**src/sv/mted_pkg.sv**
```systemverilog
// Package for the multitap echo delay: controller states, command and status structs,
// configuration register indexes and fixed-point constants. No dependencies.

package mted_pkg;

    typedef enum logic [2:0] {
        ST_IDLE,
        ST_READ,
        ST_MUL,
        ST_ACC,
        ST_OUT
    } mted_state_t;

    // controller to datapath
    typedef struct packed {
        logic load;
        logic read;
        logic mul;
        logic acc;
        logic emit;
    } mted_cmd_t;

    // datapath to controller
    typedef struct packed {
        logic out_free;
    } mted_stat_t;

    localparam int CFG_IDX_W  = 3;
    localparam int CFG_DATA_W = 16;
    localparam logic [CFG_IDX_W-1:0] CFG_DRY_CUT    = 3'd0;
    localparam logic [CFG_IDX_W-1:0] CFG_ECHO_COUNT = 3'd1;
    localparam logic [CFG_IDX_W-1:0] CFG_DELAY      = 3'd2;
    localparam logic [CFG_IDX_W-1:0] CFG_FEEDBACK   = 3'd3;

    localparam int ECHO_W  = 4;
    localparam int DELAY_W = 16;
    localparam int FB_W    = 7;

    localparam logic [ECHO_W-1:0]  ECHO_RESET  = 4'd1;
    localparam logic [DELAY_W-1:0] DELAY_RESET = 16'd48000;
    localparam logic [FB_W-1:0]    FB_RESET    = 7'd50;
    localparam logic [FB_W-1:0]    FB_FULL     = 7'd100;

    // gains are unsigned Q1.16, unity = 65536
    localparam int GAIN_W    = 17;
    localparam int FRAC_BITS = 16;
    localparam logic [GAIN_W-1:0] GAIN_ONE = 17'd65536;

    // g * fb + 50 before the divide by 100
    localparam int GPROD_W = 23;
    localparam logic [GAIN_W+FB_W-1:0] FB_ROUND = 24'd50;

    // x / 100 == (x * ceil(2^30 / 100)) >> 30, exact for x < 2^23
    localparam int DIV100_W     = 24;
    localparam int DIV100_SHIFT = 30;
    localparam logic [DIV100_W-1:0] DIV100_MAGIC = 24'd10737419;

    localparam int ROUND_HALF = 32768;

endpackage

```
**src/sv/mted_ctrl.sv**
```systemverilog
// Controller for the multitap echo delay: sequences load, per-tap read, multiply and
// accumulate, then hands the result over. Depends on mted_pkg.

module mted_ctrl #(
    parameter int MAX_ECHOES = 8
) (
    input  logic                                clk,
    input  logic                                rst_n,
    input  logic                                in_valid,
    output logic                                in_ready,
    input  logic [$clog2(MAX_ECHOES+1)-1:0]     taps,
    input  mted_pkg::mted_stat_t                stat,
    output mted_pkg::mted_cmd_t                 cmd
);

    localparam int TAP_W = $clog2(MAX_ECHOES + 1);

    mted_pkg::mted_state_t state_reg;
    mted_pkg::mted_state_t state_next;
    logic [TAP_W-1:0]      cnt_reg;
    logic [TAP_W-1:0]      cnt_next;

    always_ff @(posedge clk or negedge rst_n)
    begin
        if (!rst_n)
        begin
            state_reg <= mted_pkg::ST_IDLE;
            cnt_reg   <= '0;
        end
        else
        begin
            state_reg <= state_next;
            cnt_reg   <= cnt_next;
        end
    end

    always_comb
    begin
        state_next = state_reg;
        case (state_reg)
            mted_pkg::ST_IDLE:
            begin
                if (in_valid)
                begin
                    state_next = (taps == '0) ? mted_pkg::ST_OUT : mted_pkg::ST_READ;
                end
            end
            mted_pkg::ST_READ:
            begin
                state_next = mted_pkg::ST_MUL;
            end
            mted_pkg::ST_MUL:
            begin
                state_next = mted_pkg::ST_ACC;
            end
            mted_pkg::ST_ACC:
            begin
                state_next = (cnt_reg == taps) ? mted_pkg::ST_OUT : mted_pkg::ST_READ;
            end
            mted_pkg::ST_OUT:
            begin
                if (stat.out_free)
                begin
                    state_next = mted_pkg::ST_IDLE;
                end
            end
            default:
            begin
                state_next = mted_pkg::ST_IDLE;
            end
        endcase
    end

    // index of the tap in progress, counting from one
    always_comb
    begin
        cnt_next = cnt_reg;
        if (state_reg == mted_pkg::ST_IDLE && in_valid)
        begin
            cnt_next = TAP_W'(1);
        end
        else if (state_reg == mted_pkg::ST_ACC && cnt_reg != taps)
        begin
            cnt_next = cnt_reg + TAP_W'(1);
        end
    end

    always_comb
    begin
        in_ready = 1'b0;
        cmd      = '0;
        case (state_reg)
            mted_pkg::ST_IDLE:
            begin
                in_ready = 1'b1;
                cmd.load = in_valid;
            end
            mted_pkg::ST_READ:
            begin
                cmd.read = 1'b1;
            end
            mted_pkg::ST_MUL:
            begin
                cmd.mul = 1'b1;
            end
            mted_pkg::ST_ACC:
            begin
                cmd.acc = 1'b1;
            end
            mted_pkg::ST_OUT:
            begin
                cmd.emit = stat.out_free;
            end
            default:
            begin
                in_ready = 1'b0;
            end
        endcase
    end

endmodule

```
**config.mk**
```make
export PLATFORM = sky130hd
export DESIGN_NAME = mted_ctrl
export DESIGN_NICKNAME = d
export VERILOG_FILES = /design/src/sv/mted_pkg.sv /design/src/sv/mted_ctrl.sv
export SDC_FILE = /design/constraint.sdc
export NUM_CORES = 1
export LEC_CHECK = 0
export ABC_CLOCK_PERIOD_IN_PS = 1900
export BUFFER_PORTS_ARGS = -buffer_cell sky130_fd_sc_hd__buf_2
export CELL_PAD_IN_SITES_DETAIL_PLACEMENT = 1
export CELL_PAD_IN_SITES_GLOBAL_PLACEMENT = 2
export CORE_MARGIN = 5
export CORE_UTILIZATION = 29
export DETAILED_ROUTE_END_ITERATION = 10
export GPL_TIMING_DRIVEN = 0
export PLACE_DENSITY_LB_ADDON = 0.1
export SLEW_MARGIN = 20
export SYNTH_ARGS = -nofsm -noshare
export SYNTH_HDL_FRONTEND = slang
export SYNTH_SLANG_ARGS = --single-unit
```
**constraint.sdc**
```tcl
create_clock -name clk -period 1.9 [get_ports clk]
set_input_delay 0.57 -clock clk [delete_from_list [all_inputs] [get_ports clk]]
set_output_delay 0.57 -clock clk [all_outputs]
set_load 0.05 [all_outputs]
```
### After elaboration in Yosys (flattened, before gate mapping)

Cells that the tools add are included.

* add/subtract/negate cells: 1
* multipliers: 0
* divide/modulo/power cells: 0
* $lt $le $gt $ge: 0
* eq/ne operators: 8
* shift operators: 0
* mux-type cells: 13
* bitwise logic cells: 0
* reductions and logical operators: 6

Operator list (count)
* 3-bit case mux with 5 select lines: 1
* 3-bit 2-to-1 mux: 4
* 4-bit 2-to-1 mux: 2
* 3-bit by 2-bit == test with 1-bit output (second input constant): 2
* 1-bit 2-to-1 mux: 6
* 4-bit by 1-bit adder with 4-bit output (second input constant): 1
* 4-bit == test: 1
* 4-bit logical NOT: 1
* 2-bit != test (second input constant): 2
* 4-bit != test: 1
* 3-bit by 1-bit == test with 1-bit output (second input constant): 1
* 3-bit == test (second input constant): 1
* 3-bit logical NOT: 1
* 1-bit logical AND: 2
* 2-bit AND reduction: 1
* 2-bit nonzero test: 1

* bits in registers: 7
* bits in latches: 0
* bits in writable memories: 0
* memory bits (read-only): 0
* word-level logic and storage cells: 30
* memories: 0

### Depth between registers and ports, before layout

Gate-level depths: netlist (run 1).

* depth in word-level cells: 4
* gate-level depth with buffers: 5
* mapped depth without buffers: 4

### Worst setup path before layout (run 1)

No wires, ideal clock.

* kind: register -> output
* start point: register state_reg[0]
* end point: output port cmd[3] in the netlist's numbering
* arrival: 1.667 ns
* data required time: 1.330 ns
* slack: -0.337 ns
* stages on the path, launching flop included: 4
* path buffers: 1
* cells stage by stage: dfrtp_1 > buf_2 > inv_1 > nor3_1

RTL lines
* from (decl): line mted_ctrl.sv:18 `mted_pkg::mted_state_t state_reg;`
* from (signal assigned): line mted_ctrl.sv:27 `state_reg <= mted_pkg::ST_IDLE;`
* from (signal assigned): line mted_ctrl.sv:32 `state_reg <= state_next;`
* to (decl): line mted_ctrl.sv:13 `output mted_pkg::mted_cmd_t cmd`

==> impl_metrics.ini, run 1 <==
[clock_tree]
cts_buffers = 3
ctsLongestPathBuffers = 2
path_clk_slew_ns = 0.05
cts_tree = yes
cts-hold-fix-buffers = 0
cts_root_buf = clkbuf_4
cts.sinks = 7
clk_latency_ns = 0.24
h-tree-depth = 1

[synth]
synth_nets = 58
synth_compound_area_share_pct = 17.4
synthTopCellsByArea = dfrtp_1 (36%), xnor2_1 (7.2%), a41oi_4 (5.6%)
yosysWarnings = 0
syn_inst = 49
ys_top_cells_by_count = dfrtp_1 (7), inv_1 (6), nor3_1 (4), xnor2_1 (4)
synth-xor-area-share_pct = 10.5
synthArstFlopShare_pct = 100
ys_ff_latch = 7
synthesis.area_sq_um = 488
synth_most_common_cell = dfrtp_1
synth-simple-area-share_pct = 23.8
yosysSeqAreaShare_pct = 35.9
synth.distinct_cells = 25
synth_top_family_by_area = simple AND/OR/NAND/NOR gates
synth-edff-count = 0
synth_top_area_cell = dfrtp_1
yosysTopAreaCellShare_pct = 35.9
synthAdderAreaFrac_pct = 2.56
syn_area_per_cell_sq_um = 9.96
synth_mux_area_share_pct = 2.05
synthFlopType = dfrtp_1

[worst_setup_path]
cp_common_cell = buf_6
cp_data_arrival_time_ns = 1.29
path_cells = buf_6, nor4_4, buf_6
crit_cells = 3
critPathBufInv = 2
slowest_stage = dfrtp_1
cp_max_fo = 7
slowest_delay_ns = 0.37
crit_type = register to primary output
cp_top_family = flip-flops
start_kind = register
reg2reg_depth = 5
end_kind = primary output
cp.required_ns = 1.33

[timing]
fin_crit_sh_pct = 98.1
period_needed_ns = 1.86
finalSetupViolCount = 0
fin_skew_ns = 0.00175
slew_headroom_pct = 70.9
hold_violations = 0
max_slew.worst_pin.slew_ns = 0.433
setup_ws_ns = 0.0361
rsz0062_at_grt = yes
drv_slew = 0
fmax_mhz = 537

[route]
drtIter0Drc = 5
wl_per_cell_microns = 12.7
wl_mm = 1.07
vias = 421
routed_via_density = 5.01
drc_errors = 0
dr.pass1.iters = 3
antenna_left = 0

[placement]
postPlaceCellArea_sq_um = 588
dp_hpwl_microns = 862
dp_cells = 78
place_ws_ns = -0.0170
place_congestion = 0.657
io_buffers = 13

[grt]
grt_max_degree = 10
grt_antenna_before_repair = 0
track_usage_pct = 9.49
grt.met3_usage_pct = 3.78
use_met1_pct = 11.9
grt_pass1_vias = 396
use_met2_pct = 13.7
grt_overflow_total = 0
grt_pass1_wl_mm = 1.82
grt_most_used_layer = met2

[power_and_ir_drop]
power_frac_comb_pct = 66.6
sw_frac_of_total_pct = 49.6
power.density_nw_per_um2 = 1780
power.internal_mw = 0.586
p_seq_share_pct = 22.3
leakage_nw = 0.302
switchingPower_mw = 0.577
clkPwrFrac_pct = 11.1
ir_drop_mv = 0.826

[floorplan]
start_util_pct = 31.3
die_h_microns = 51.0
die_w_microns = 51.0
core_area_sq_um = 1560
dieArea_sq_um = 2600
io_pins = 14
num_rows = 14

[finish]
drive_gt1_share_pct = 42.6
largest_reg_flops = 4
final_nets = 78
final_cells = 84
area_growth_pct = 33.6
stdcell_area_sq_um = 652
diodes = 0

[hold_path]
hold_class = input port to async pin

[status]
status = finished clean

[job]
maxCapViolCount = 0
-- worst register-to-register path: cells and delay by family, from the launching register on --
family	cells	cell delay, ns
flops	1	0.35
compound gates	1	0.30
simple gates	2	0.25
mux	1	0.22
buf+inv	1	0.18
-- power groups by stage --
stage               Combinational (mW)  Clock [mW]  Sequential, mW
global placement                 0.713           0           0.258
floorplan                        0.599           0           0.245
CTS                              0.747       0.135           0.258
finish                           0.775       0.129           0.260
detailed placement               0.716           0           0.260
global route                     0.848       0.141           0.269
-- per-stage QoR --
step | setup TNS (ns) | total power, mW | hold WS, ns | util, %
final | 0 | 1.16 | 0.149 | 41.8
after global routing | -0.0260 | 1.26 | 0.154 | 41.8
after CTS | 0 | 1.14 | 0.144 | 40.6
after detailed placement | -0.0170 | 0.976 | 0.411 | 37.7
after global placement | -0.0140 | 0.971 | 0.413 | 37.7
after floorplan | 0 | 0.844 | 0.274 | -
-- final timing paths --
check	to	slack [ns]	start
min in group clk	cnt_reg[0]	0.56	cnt_reg[0]
worst min register to register	cnt_reg[0]	0.56	cnt_reg[0]
worst max-delay path	cmd[4]	0.04	state_reg[0]
worst min-delay path	cnt_reg[2]	0.15	rst_n
worst max register to register	cnt_reg[1]	0.51	state_reg[2]
max in group asynchronous	cnt_reg[1]	1.60	rst_n
-- cell type report --
| class | count | area, sq um |
|---|---|---|
| buffer | 3 | 21.3 |
| clock buffer | 4 | 26.3 |
| fill | 179 | 907 |
| inverter | 6 | 22.5 |
| multi-input combinational | 33 | 290 |
| sequential | 7 | 175 |
| tap | 16 | 20.0 |
| timing repair buffer | 15 | 96.3 |
-- placed cells by master (no fill, tap or decap) --
cell | netlist | final
a31oi_1 | 1 | 1
o32ai_1 | 1 | 1
a41oi_4 | 1 | 1
and3_2 | 1 | 1
o211ai_1 | 1 | 1
buf_2 | 3 | 10
clkbuf_4 | 0 | 6
ha_1 | 1 | 1
xnor2_1 | 4 | 4
mux2i_1 | 1 | 1
nor4_4 | 1 | 1
dfrtp_1 | 7 | 7
inv_1 | 6 | 6
a211o_1 | 1 | 1
and3_1 | 1 | 1
nand3_1 | 2 | 2
a21o_1 | 1 | 1
clkbuf_1 | 0 | 1
nor3_2 | 0 | 3
o41ai_1 | 1 | 1
buf_6 | 0 | 2
nand4_1 | 1 | 1
nor2_1 | 3 | 3
a21oi_1 | 2 | 2
nand2_1 | 2 | 2
nand3b_4 | 1 | 1
nor3_1 | 4 | 1
nor4_1 | 1 | 1
buf_4 | 0 | 3
xnor2_2 | 1 | 1
-- per-layer routing --
metal / routed length (microns) / up-vias / part of all wire, %
met5: 0 / - / 0
met4: 5 / 0 / 0.47
met3: 81 / 2 / 7.6
met2: 459 / 11 / 43
met1: 519 / 195 / 49
li1: - / 213 / -
-- repair_timing --
item,4_1_cts,5_1_grt
pin swaps,1,1
resized for setup,4,4
buffers inserted,1,1
setup endpoints to repair,2,4
-- cell families (layout without fill, tap and decap cells) --
family,after synthesis,in the layout
simple gates,17,17
flops,7,7
xor+xnor,5,5
fa+ha+maj,1,1
compound gates,9,9
buf+inv,9,28
mux,1,1
No activity file was read; power rests on OpenSTA's default activity.
==> run 2: changes to the inputs <==
--- a/config.mk
+++ b/config.mk
@@ -11,6 +11,7 @@
 export CELL_PAD_IN_SITES_GLOBAL_PLACEMENT = 2
 export CORE_MARGIN = 5
 export CORE_UTILIZATION = 29
+export CTS_BUF_LIST = sky130_fd_sc_hd__clkbuf_4 sky130_fd_sc_hd__clkbuf_8 sky130_fd_sc_hd__clkbuf_16
 export DETAILED_ROUTE_END_ITERATION = 10
 export GPL_TIMING_DRIVEN = 0
 export PLACE_DENSITY_LB_ADDON = 0.1
==> run 2 against run 1 <==
Worst hold slack better by 0.0010 ns; core utilization increased by 0.24 points; sequential power is essentially flat; combinational power hardly changed.
==> impl_metrics.ini, run 2 (same netlist as run 1, synthesis figures left out) <==
[status]
status = finished clean

[timing]
rsz0062_at_grt = yes
fmax_mhz = 537
setup_ws_ns = 0.0374
hold_violations = 0
fin_crit_sh_pct = 98.0
drv_slew = 0
final.setup.tns_ns = 0
slew_headroom_pct = 70.9
max_slew.worst_pin.slew_ns = 0.433
period_needed_ns = 1.86
fin_skew_ns = 0.00187
finalSetupViolCount = 0

[worst_setup_path]
start_kind = register
r2r-start = state_reg[2]
r2r_end = cnt_reg[1]
rrSetupSlack_ns = 0.51
worstSetupStartpoint = state_reg[0]
cp-endpoint = cmd[4]
cp_data_arrival_time_ns = 1.29
cp.required_ns = 1.33
end_kind = primary output
cp_max_fo = 7
reg2reg_depth = 5
crit_type = register to primary output

[floorplan]
die_h_microns = 51.0
num_rows = 14
die_w_microns = 51.0
dieArea_sq_um = 2600
start_util_pct = 31.3
io_pins = 14
core_area_sq_um = 1560

[route]
vias = 422
antenna_left = 0
wl_mm = 1.06
dr.pass1.iters = 3
drc_errors = 0
routed_via_density = 5.02
drtIter0Drc = 5
wl_per_cell_microns = 12.6

[grt]
grt_overflow_total = 0
grt_pass1_wl_mm = 1.82
grt_antenna_before_repair = 0
grt_pass1_vias = 396
grt_max_degree = 10
track_usage_pct = 9.49

[clock_tree]
cts_tree = yes
h-tree-depth = 1
cts_buffers = 3
ctsLongestPathBuffers = 2
path_clk_slew_ns = 0.05
clk_latency_ns = 0.24
cts.sinks = 7
cts_root_buf = clkbuf_4

[finish]
area_growth_pct = 34.4
diodes = 0
final_nets = 78
fin_util_pct = 42.1
final_common_cell = buf_2
drive_gt1_share_pct = 44.1
largest_reg_flops = 4
layout_common_cells = buf_2 (10), clkbuf_4 (7), dfrtp_1 (7), inv_1 (6), xnor2_1 (4)
final_cells = 84

[placement]
place_ws_ns = -0.0170
dp_cells = 78
io_buffers = 13
dp_hpwl_microns = 862
place_congestion = 0.657

[power_and_ir_drop]
power.density_nw_per_um2 = 1790
ir_drop_mv = 0.826
leakage_nw = 0.305

[hold_path]
hold_class = input port to async pin

[job]
maxCapViolCount = 0
==> run 2: cell counts in the layout (fill, tap and decap cells not counted) <==
Identical to the previous run, type by type.
==> run 2: cell type report <==
type,count,area [sq um]
buffer,3,21.3
clock buffer,4,30.0
fill,180,903
inverter,6,22.5
multi-input combinational,33,290
sequential,7,175
tap,16,20.0
timing repair buffer,15,96.3
==> run 2: worst min-delay path by stage <==
stage	startpoint	slack, ns	cells past startpoint	endpoint
6_report	rst_n	0.15	1	cnt_reg[2]
3_5_place_dp	rst_n	0.41	1	cnt_reg[2]
2_1_floorplan	rst_n	0.27	0	cnt_reg[0]
5_1_grt	rst_n	0.15	1	state_reg[1]
3_3_place_gp	rst_n	0.41	1	cnt_reg[3]
4_1_cts	rst_n	0.15	1	cnt_reg[2]
==> run 2: power breakdown <==
part           leakage (nW)  total [mW]  internal [mW]  switching, mW
clock                0.0184       0.142         0.0940         0.0482
sequential           0.0868       0.259          0.209         0.0502
combinational         0.200       0.775          0.297          0.477
total                 0.305        1.18          0.600          0.576
==> run 2: repair_timing <==
item / in CTS / in global routing
hold buffers: 0 / 0
pin swaps: 1 / 1
gates resized for setup: 4 / 4
buffers inserted: 1 / 1
setup endpoints to repair: 2 / 4
==> run 2: routing by layer <==
layer	up-vias	track usage, %	share of wire [%]
li1	214	-	-
met1	195	11.9	49
met2	11	13.7	43
met3	2	3.78	7.6
met4	0	5.38	0.47
met5	-	0	0
==> run 2: critical path: stages, from the launching register on <==
cell	delay (ns)
dfrtp_1	0.37
buf_6	0.14
nor4_4	0.33
buf_6	0.21
==> run 2: per-stage QoR <==
| stage | hold slack, ns | instance area, sq um | total power [mW] |
|---|---|---|---|
| 6_report | 0.150 | 656 | 1.18 |
| 5_1_grt | 0.154 | 656 | 1.27 |
| 4_1_cts | 0.146 | 637 | 1.15 |
| 3_5_place_dp | 0.411 | 588 | 0.976 |
| 3_3_place_gp | 0.413 | 588 | 0.971 |
| 2_1_floorplan | 0.274 | 503 | 0.844 |
